<file path="src/rtl/core/tkil_pkg.sv">
// Package for the top-k insertion list: word types, opcodes, controller states
// and the command group passed from controller to datapath.
// No dependencies; every other file of the block imports it.
`default_nettype none

package tkil_pkg;

	localparam int SCORE_BITS = 32;
	localparam int ID_BITS = 32;
	localparam int RANK_BITS = 4;
	localparam int LIMIT_BITS = 5;
	localparam int OPCODE_BITS = 2;

	localparam logic [OPCODE_BITS-1:0] OP_INSERT = 2'd0;
	localparam logic [OPCODE_BITS-1:0] OP_READ = 2'd1;
	localparam logic [OPCODE_BITS-1:0] OP_CLEAR = 2'd2;

	localparam logic [LIMIT_BITS-1:0] LIMIT_RESET = 5'd16;

	typedef struct packed {
		logic [OPCODE_BITS-1:0] opcode;
		logic [SCORE_BITS-1:0] cand_score;
		logic [ID_BITS-1:0] cand_id;
	} req_t;

	typedef struct packed {
		logic entry_valid;
		logic [SCORE_BITS-1:0] entry_score;
		logic [ID_BITS-1:0] entry_id;
		logic [RANK_BITS-1:0] entry_rank;
		logic last_entry;
	} rsp_t;

	typedef enum logic {
		ST_IDLE,
		ST_READ
	} ctl_state_t;

	typedef struct packed {
		logic insert;
		logic clear;
		logic emit;
		logic emit_empty;
		logic last;
	} cmd_t;

endpackage

`default_nettype wire

</file>
<file path="src/rtl/core/tkil_ctrl.sv">
// Controller of the top-k insertion list: decodes the opcode, walks the rank
// counter during a read-out and issues commands to the datapath. Uses tkil_pkg.
`default_nettype none

module tkil_ctrl #(
	parameter int IDX_W = 4,
	parameter int CNT_W = 5
) (
	input  wire logic clk,
	input  wire logic arst_n,
	input  wire logic start,
	input  wire logic [tkil_pkg::OPCODE_BITS-1:0] opcode,
	input  wire logic [CNT_W-1:0] fill,
	output logic busy,
	output tkil_pkg::cmd_t cmd,
	output logic [IDX_W-1:0] rank
);
	import tkil_pkg::*;

	ctl_state_t state_q, state_d;
	logic [IDX_W-1:0] rank_q, rank_d;
	logic [CNT_W-1:0] rank_next;

	always_ff @(posedge clk or negedge arst_n) begin
		if (!arst_n) begin
			state_q <= ST_IDLE;
			rank_q <= '0;
		end else begin
			state_q <= state_d;
			rank_q <= rank_d;
		end
	end

	assign rank_next = CNT_W'(rank_q) + CNT_W'(1);

	always_comb begin
		state_d = state_q;
		rank_d = '0;
		cmd = '0;
		unique case (state_q)
			ST_IDLE: begin
				if (start) begin
					if (opcode == OP_INSERT) begin
						cmd.insert = 1'b1;
					end else if (opcode == OP_CLEAR) begin
						cmd.clear = 1'b1;
					end else if (opcode == OP_READ) begin
						if (fill == '0) begin
							cmd.emit_empty = 1'b1;
						end else begin
							state_d = ST_READ;
						end
					end
				end
			end
			ST_READ: begin
				cmd.emit = 1'b1;
				cmd.last = (rank_next == fill);
				if (cmd.last) begin
					state_d = ST_IDLE;
				end else begin
					rank_d = rank_next[IDX_W-1:0];
				end
			end
			default: begin
				state_d = ST_IDLE;
			end
		endcase
	end

	assign busy = (state_q == ST_READ);
	assign rank = rank_q;

endmodule

`default_nettype wire

</file>
<file path="src/rtl/core/tkil_dpath.sv">
// Datapath of the top-k insertion list: the sorted shift-insert chain, the fill
// count, the limit register and the registered result word. Uses tkil_pkg.
`default_nettype none

module tkil_dpath #(
	parameter int MAX_ENTRIES = 16,
	parameter int IDX_W = 4,
	parameter int CNT_W = 5
) (
	input  wire logic clk,
	input  wire logic arst_n,
	input  wire tkil_pkg::cmd_t cmd,
	input  wire logic [IDX_W-1:0] rank,
	input  wire logic [tkil_pkg::SCORE_BITS-1:0] cand_score,
	input  wire logic [tkil_pkg::ID_BITS-1:0] cand_id,
	input  wire logic cfg_we,
	input  wire logic [tkil_pkg::LIMIT_BITS-1:0] cfg_wdata,
	output logic [CNT_W-1:0] fill,
	output logic strobe,
	output tkil_pkg::rsp_t rsp
);
	import tkil_pkg::*;

	localparam int LW = (CNT_W > LIMIT_BITS) ? CNT_W : LIMIT_BITS;

	logic [SCORE_BITS-1:0] score_q [MAX_ENTRIES];
	logic [ID_BITS-1:0] id_q [MAX_ENTRIES];
	logic [CNT_W-1:0] fill_q, fill_d, fill_inc;
	logic [LIMIT_BITS-1:0] limit_q;
	logic [CNT_W-1:0] eff_lim;
	logic [LW-1:0] lim_ext;
	logic [MAX_ENTRIES-1:0] gt, prev_gt, ins_here, append_here;
	logic any_gt, do_append;
	logic strobe_q;
	rsp_t rsp_q;
	logic [IDX_W+RANK_BITS-1:0] rank_ext;

	always_ff @(posedge clk or negedge arst_n) begin
		if (!arst_n) begin
			limit_q <= LIMIT_RESET;
		end else if (cfg_we) begin
			limit_q <= cfg_wdata;
		end
	end

	// A limit of zero acts as one, and one above the built depth as the depth.
	always_comb begin
		lim_ext = LW'(limit_q);
		if (lim_ext == '0) begin
			eff_lim = CNT_W'(1);
		end else if (lim_ext > LW'(MAX_ENTRIES)) begin
			eff_lim = CNT_W'(MAX_ENTRIES);
		end else begin
			eff_lim = lim_ext[CNT_W-1:0];
		end
	end

	// The stored scores ascend, so the set of valid entries larger than the
	// candidate is contiguous; its first member is where the candidate goes.
	always_comb begin
		for (int i = 0; i < MAX_ENTRIES; i++) begin
			gt[i] = (CNT_W'(i) < fill_q) && (cand_score < score_q[i]);
		end
		prev_gt[0] = 1'b0;
		for (int i = 1; i < MAX_ENTRIES; i++) begin
			prev_gt[i] = gt[i-1];
		end
		any_gt = |gt;
		do_append = !any_gt && (fill_q < eff_lim);
		for (int i = 0; i < MAX_ENTRIES; i++) begin
			ins_here[i] = gt[i] && !prev_gt[i];
			append_here[i] = do_append && (CNT_W'(i) == fill_q);
		end
	end

	always_ff @(posedge clk) begin
		if (cmd.insert) begin
			if (ins_here[0] || append_here[0]) begin
				score_q[0] <= cand_score;
				id_q[0] <= cand_id;
			end
			for (int i = 1; i < MAX_ENTRIES; i++) begin
				if (ins_here[i] || append_here[i]) begin
					score_q[i] <= cand_score;
					id_q[i] <= cand_id;
				end else if (prev_gt[i]) begin
					score_q[i] <= score_q[i-1];
					id_q[i] <= id_q[i-1];
				end
			end
		end
	end

	always_comb begin
		fill_inc = (fill_q < CNT_W'(MAX_ENTRIES)) ? fill_q + CNT_W'(1) : fill_q;
		fill_d = fill_q;
		if (cmd.clear) begin
			fill_d = '0;
		end else if (cmd.insert) begin
			if (any_gt) begin
				fill_d = (fill_inc > eff_lim) ? fill_inc - CNT_W'(1) : fill_inc;
			end else if (do_append) begin
				fill_d = fill_q + CNT_W'(1);
			end
		end
	end

	always_ff @(posedge clk or negedge arst_n) begin
		if (!arst_n) begin
			fill_q <= '0;
		end else begin
			fill_q <= fill_d;
		end
	end

	assign rank_ext = {{RANK_BITS{1'b0}}, rank};

	always_ff @(posedge clk or negedge arst_n) begin
		if (!arst_n) begin
			strobe_q <= 1'b0;
		end else begin
			strobe_q <= cmd.emit || cmd.emit_empty;
		end
	end

	// An empty list reads out as a single word marked invalid.
	always_ff @(posedge clk) begin
		if (cmd.emit) begin
			rsp_q.entry_valid <= 1'b1;
			rsp_q.entry_score <= score_q[rank];
			rsp_q.entry_id <= id_q[rank];
			rsp_q.entry_rank <= rank_ext[RANK_BITS-1:0];
			rsp_q.last_entry <= cmd.last;
		end else if (cmd.emit_empty) begin
			rsp_q.entry_valid <= 1'b0;
			rsp_q.entry_score <= '0;
			rsp_q.entry_id <= '0;
			rsp_q.entry_rank <= '0;
			rsp_q.last_entry <= 1'b1;
		end
	end

	assign fill = fill_q;
	assign strobe = strobe_q;
	assign rsp = rsp_q;

endmodule

`default_nettype wire

</file>
<file path="src/rtl/core/top_k_insertion_list_top.sv">
// Top level of the top-k insertion list: joins the controller and datapath.
// Depends on tkil_pkg, tkil_ctrl and tkil_dpath.
//
//   channel   ports                    handshake
//   command   start, busy, req         taken when start is high and busy low
//   result    strobe, rsp              one word per strobe cycle, no back-pressure
//   config    cfg_we, cfg_wdata        result_limit written when cfg_we is high
//
// An insert or a clear leaves busy low, so commands of that kind may follow every
// cycle. A read holds busy high while the rank counter walks the stored entries;
// each word is registered and appears on rsp in the next cycle. An empty read
// gives one invalid word and leaves busy low. Reset empties the list and sets the
// limit to 16; the receiver cannot stall the results.
`default_nettype none

module top_k_insertion_list_top #(
	parameter int MAX_ENTRIES = 16
) (
	input  wire logic clk,
	input  wire logic arst_n,
	input  wire logic start,
	output logic busy,
	input  wire tkil_pkg::req_t req,
	output logic strobe,
	output tkil_pkg::rsp_t rsp,
	input  wire logic cfg_we,
	input  wire logic [tkil_pkg::LIMIT_BITS-1:0] cfg_wdata
);
	import tkil_pkg::*;

	localparam int IDX_W = (MAX_ENTRIES > 1) ? $clog2(MAX_ENTRIES) : 1;
	localparam int CNT_W = $clog2(MAX_ENTRIES + 1);

	cmd_t cmd;
	logic [IDX_W-1:0] rank;
	logic [CNT_W-1:0] fill;

	tkil_ctrl #(
		.IDX_W(IDX_W),
		.CNT_W(CNT_W)
	) u_ctrl (
		.clk(clk),
		.arst_n(arst_n),
		.start(start),
		.opcode(req.opcode),
		.fill(fill),
		.busy(busy),
		.cmd(cmd),
		.rank(rank)
	);

	tkil_dpath #(
		.MAX_ENTRIES(MAX_ENTRIES),
		.IDX_W(IDX_W),
		.CNT_W(CNT_W)
	) u_dpath (
		.clk(clk),
		.arst_n(arst_n),
		.cmd(cmd),
		.rank(rank),
		.cand_score(req.cand_score),
		.cand_id(req.cand_id),
		.cfg_we(cfg_we),
		.cfg_wdata(cfg_wdata),
		.fill(fill),
		.strobe(strobe),
		.rsp(rsp)
	);

endmodule

`default_nettype wire

</file>
<file path="config.mk">
export PLATFORM = sky130hd
export DESIGN_NAME = top_k_insertion_list_top
export DESIGN_NICKNAME = d
export VERILOG_FILES = /design/src/rtl/core/tkil_pkg.sv /design/src/rtl/core/tkil_ctrl.sv /design/src/rtl/core/tkil_dpath.sv /design/src/rtl/core/top_k_insertion_list_top.sv
export SDC_FILE = /design/constraint.sdc
export NUM_CORES = 2
export LEC_CHECK = 0
export BUFFER_PORTS_ARGS = -buffer_cell sky130_fd_sc_hd__clkbuf_2
export CORE_ASPECT_RATIO = 1.4
export CORE_MARGIN = 2
export CORE_UTILIZATION = 24
export CTS_BUF_LIST = sky130_fd_sc_hd__clkbuf_8
export CTS_CLUSTER_SIZE = 12
export DETAILED_ROUTE_END_ITERATION = 6
export PLACE_DENSITY = 0.46
export SLEW_MARGIN = 20
export SYNTH_ARGS = -nofsm -noshare
export SYNTH_HDL_FRONTEND = slang
export SYNTH_HIERARCHICAL = 1
export SYNTH_SLANG_ARGS = --single-unit
</file>
<file path="constraint.sdc">
create_clock -name clk -period 9.4 [get_ports clk]
set_clock_uncertainty 0.15 [all_clocks]
set_input_delay 0.47 -clock clk [delete_from_list [all_inputs] [get_ports clk]]
set_output_delay 0.47 -clock clk [all_outputs]
set_load 0.05 [all_outputs]
</file>
==> reports/metrics.yaml <==
yosys:
  syn-num-nets: 5590
  synthFlopType: "edfxtp_1"
  syn-cell-area_um2: 65900
  netlist.area_leader.share: 0.498
  synth_area_per_cell_um2: 13.2
  async_reset_ff_frac: 0.0144
  seq_area_frac_synth: 0.504
  synth_seq_cells: 1110
  yosys.area.top_type: "edfxtp_1"
  netlist_instances: 5003
  ys_top_cells_by_area: "edfxtp_1 (50%), mux2_2 (12%), mux4_2 (11%), ha_1 (9.7%), inv_1 (2.9%)"
  synthDistinctLibCells: 83
  yosysWarnings: 6
  synth-edff-count: 1093
placement:
  gp_congestion: 0.885
  dpl.hpwl_mm: 160
  portBuffers: 146
pwr:
  p_sw_frac: 0.366
  p_seq_frac: 0.406
  ir_worst_vdd_v: 0.000232
  powerDensity_nw_per_um2: 214
  p_clk_frac: 0.274
  comb_power_share: 0.320
  leakagePower_nw: 28.3
  intPower_mw: 10.2
  power.switching_mw: 5.92
grt:
  grt_usage: 0.168
  overflow: 0
  grt_max_degree: 83
  grt_pass1_vias: 45700
  grt_pass1_wl_mm: 340
  antenna_found_initial: 11
timing:
  fmaxAchievable_mhz: 152
  min_period_ns: 6.57
  finalCritPeriodShare: 0.699
  setup_viol: 0
  rsz0062_at_grt: "false"
  slew_viol_final: 0
  hold_viol_final: 0
  relSlewSlack: 0.229
  tns_ns: 0
  worst_slew_pin_slew_ns: 1.16
drt:
  dr_total_vias: 43500
  drc: 0
  dr.pass1.iters: 5
  routed_wl_mm: 239
  wl_per_cell_um: 26.4
  viasPerCell: 4.81
  antenna_left: 0
  drt_iter0_markers: 3032
clocking:
  clock-sinks: 1110
  root_buffer: "clkbuf_8"
  clock_path_buffers: 4
  clk_latency_ns: 0.98
  post_cts_buffers: 0
  path_clk_slew_ns: 0.07
  h-tree-depth: 4
  cts_resized: 0
  cts_tree: "built"
  cts_buffers: 199
cells_and_area:
  drive_above_1_share: 0.285
  multiInputGateArea_um2: 29900
  seq_area_um2: 33300
  finalNetCount: 5813
  syn_to_final_growth_pct: 14.6
  post-route-util: 0.277
  fillers: 28200
setup_path:
  cp-start-kind: "input port"
  r2r_start: "u_dpath/score_q[8][11]"
  endpoint_kind: "register"
  critPathRequiredTime_ns: 9.77
  crit_path_start: "req[33]"
  r2r_end: "u_dpath/score_q[8][6]"
  cp-endpoint: "u_dpath/score_q[8][6]"
  r2r_cells: 14
  arrival_ns: 6.94
  critical_path.max_fanout: 44
  r2r_slack_ns: 3.06
  path_class: "in2reg"
floorplan:
  rows: 227
  dieArea_um2: 279000
  die_h_um: 624
  die_x_um: 447
  start_util: 0.241
  core_area_um2: 273000
  ios: 147
run_status:
  status: "completed"
hold_path:
  min_path_type: "in2reg"
job:
  cap_violations: 0
[power by group through the flow]
stage                     clock network [mW]  registers [mW]  logic [mW]
final                                   4.42            6.57        5.17
after global routing                    4.75            6.62        5.54
after CTS                               4.60            6.57        5.26
after detailed placement                   0            6.67        5.21
after global placement                     0            6.67        5.18
after floorplan                            0            6.82        3.10
[synthesized netlist by cell type (6+ instances only)]
library cell and n:
buf_2 11, nor2_1 91, buf_1 69, nand2_1 414, and2_1 78, mux4_2 320
a221oi_1 8, nand4_1 68, nand2b_1 13, o21ai_0 349, ha_1 512, nor2b_1 25
and4_1 12, a31oi_1 6, a21o_1 77, dfrtp_1 15, mux2_2 685, nor4_1 8
o21ai_1 15, o31ai_1 11, inv_1 511, a21oi_1 195, clkbuf_1 205, xnor2_1 9
nand3_1 43, edfxtp_1 1093, o211ai_1 10, a211oi_1 26, nor3_1 25
[how the worst min path moves through the flow]
stage	start	endpoint	slack, ns	depth (start not counted)
after floorplan	arst_n	u_ctrl/busy	0.02	0
after global placement	u_dpath/rsp[69]	u_dpath/rsp[69]	0.31	1
after detailed placement	u_dpath/rsp[69]	u_dpath/rsp[69]	0.31	1
after CTS	req[35]	u_dpath/score_q[14][3]	0.004	4
after global routing	req[35]	u_dpath/score_q[0][3]	0.08	2
final	req[35]	u_dpath/score_q[14][3]	0.09	4
[registers in the layout (all words and copies together), names as in the netlist]
name	count
u_dpath/id_q	512
u_dpath/score_q	512
u_dpath/rsp	70
u_dpath/fill	5
u_dpath/lim_ext	5
u_ctrl/rank	4
u_ctrl/busy	1
u_dpath/strobe	1
[cells in the final DEF, fill, tap and decap left out, types with 6 or more instances in the layout]
cell	synthesis	routed
a21oi_1	195	180
clkbuf_8	0	204
mux4_2	320	320
dfrtp_1	15	10
buf_12	0	11
edfxtp_1	1093	1093
nand3_1	43	43
nand4_1	68	68
nor4_1	8	8
a31oi_1	6	6
diode_2	0	9
nor2_1	91	91
clkinv_1	1	50
a211oi_1	26	26
o21ai_0	349	348
and2_1	78	74
o211ai_1	10	10
mux2_2	685	685
clkinv_2	0	16
nor3_1	25	24
nand2_1	414	405
nand2b_1	13	13
a21oi_4	0	15
inv_1	511	569
a21o_1	77	77
dlygate4sd3_1	0	75
ha_1	512	512
a221oi_1	8	8
xnor2_1	9	9
nor2b_1	25	25
clkbuf_2	0	146
nand2_4	0	9
and4_1	12	12
bufinv_16	0	6
o31ai_1	11	10
buf_4	3	80
o21ai_1	15	16
[area by class of cell]
cell class              count  area share
well taps                3664      0.0607
inverters                 513      0.0255
multi-input cells        3090       0.396
repair buffers            312      0.0305
clock inverters           135     0.00949
diodes                      9    0.000298
clock buffers             204      0.0372
flip-flops and latches   1110       0.440
[routing by layer]
| layer | vias to the layer above | share of wire | wire (um) | global-route usage |
|---|---|---|---|---|
| met4 | 2 | 0.041 | 9710 | 0.0642 |
| met1 | 22600 | 0.40 | 95700 | 0.199 |
| met5 | - | 0.000054 | 13 | 0 |
| met2 | 1086 | 0.51 | 123000 | 0.303 |
| met3 | 389 | 0.044 | 10500 | 0.0246 |
| li1 | 19400 | - | - | - |
[per-stage QoR]
step	cell area, um^2	hold WS, ns	setup slack, ns	std cells	total power, mW
after floorplan	65900	0.0244	2.68	5003	9.92
after global placement	71200	0.313	2.48	8613	11.8
after detailed placement	71200	0.315	2.53	8613	11.9
after CTS	75500	0.00402	2.94	9027	16.4
after global routing	75500	0.0837	2.77	9030	16.9
final	75600	0.0864	2.83	9037	16.2
[what timing repair did]
| action | in CTS | in global routing |
|---|---|---|
| hold buffers | 75 | 0 |
| setup endpoints to repair | 0 | 0 |
| hold endpoints to repair | 603 | 0 |
[cells by family (layout without fill, tap and decap cells)]
logic type,count (synthesis),after routing,synth area share
xor+xnor,11,11,0.00169
compound gates,750,750,0.0656
other cells,0,9,0
buf+inv,803,1164,0.0463
fa+ha+maj,512,512,0.0972
mux,1010,1010,0.227
simple gates,807,807,0.0578
flops,1110,1110,0.504
[worst max-delay path, stage by stage]
cell	delay [ns]
dlygate4sd3_1	0.53
clkbuf_2	0.34
buf_4	0.33
ha_1	0.29
nand2_1	0.05
o21ai_1	0.27
a21oi_1	0.26
nor4_1	0.90
o21ai_0	0.31
a22oi_2	0.34
nand4_1	0.13
or4_1	0.82
nor2_8	0.30
nand3_1	0.16
a21oi_4	0.85
buf_12	0.36
Note: power is estimated with default switching activity, not from simulation.
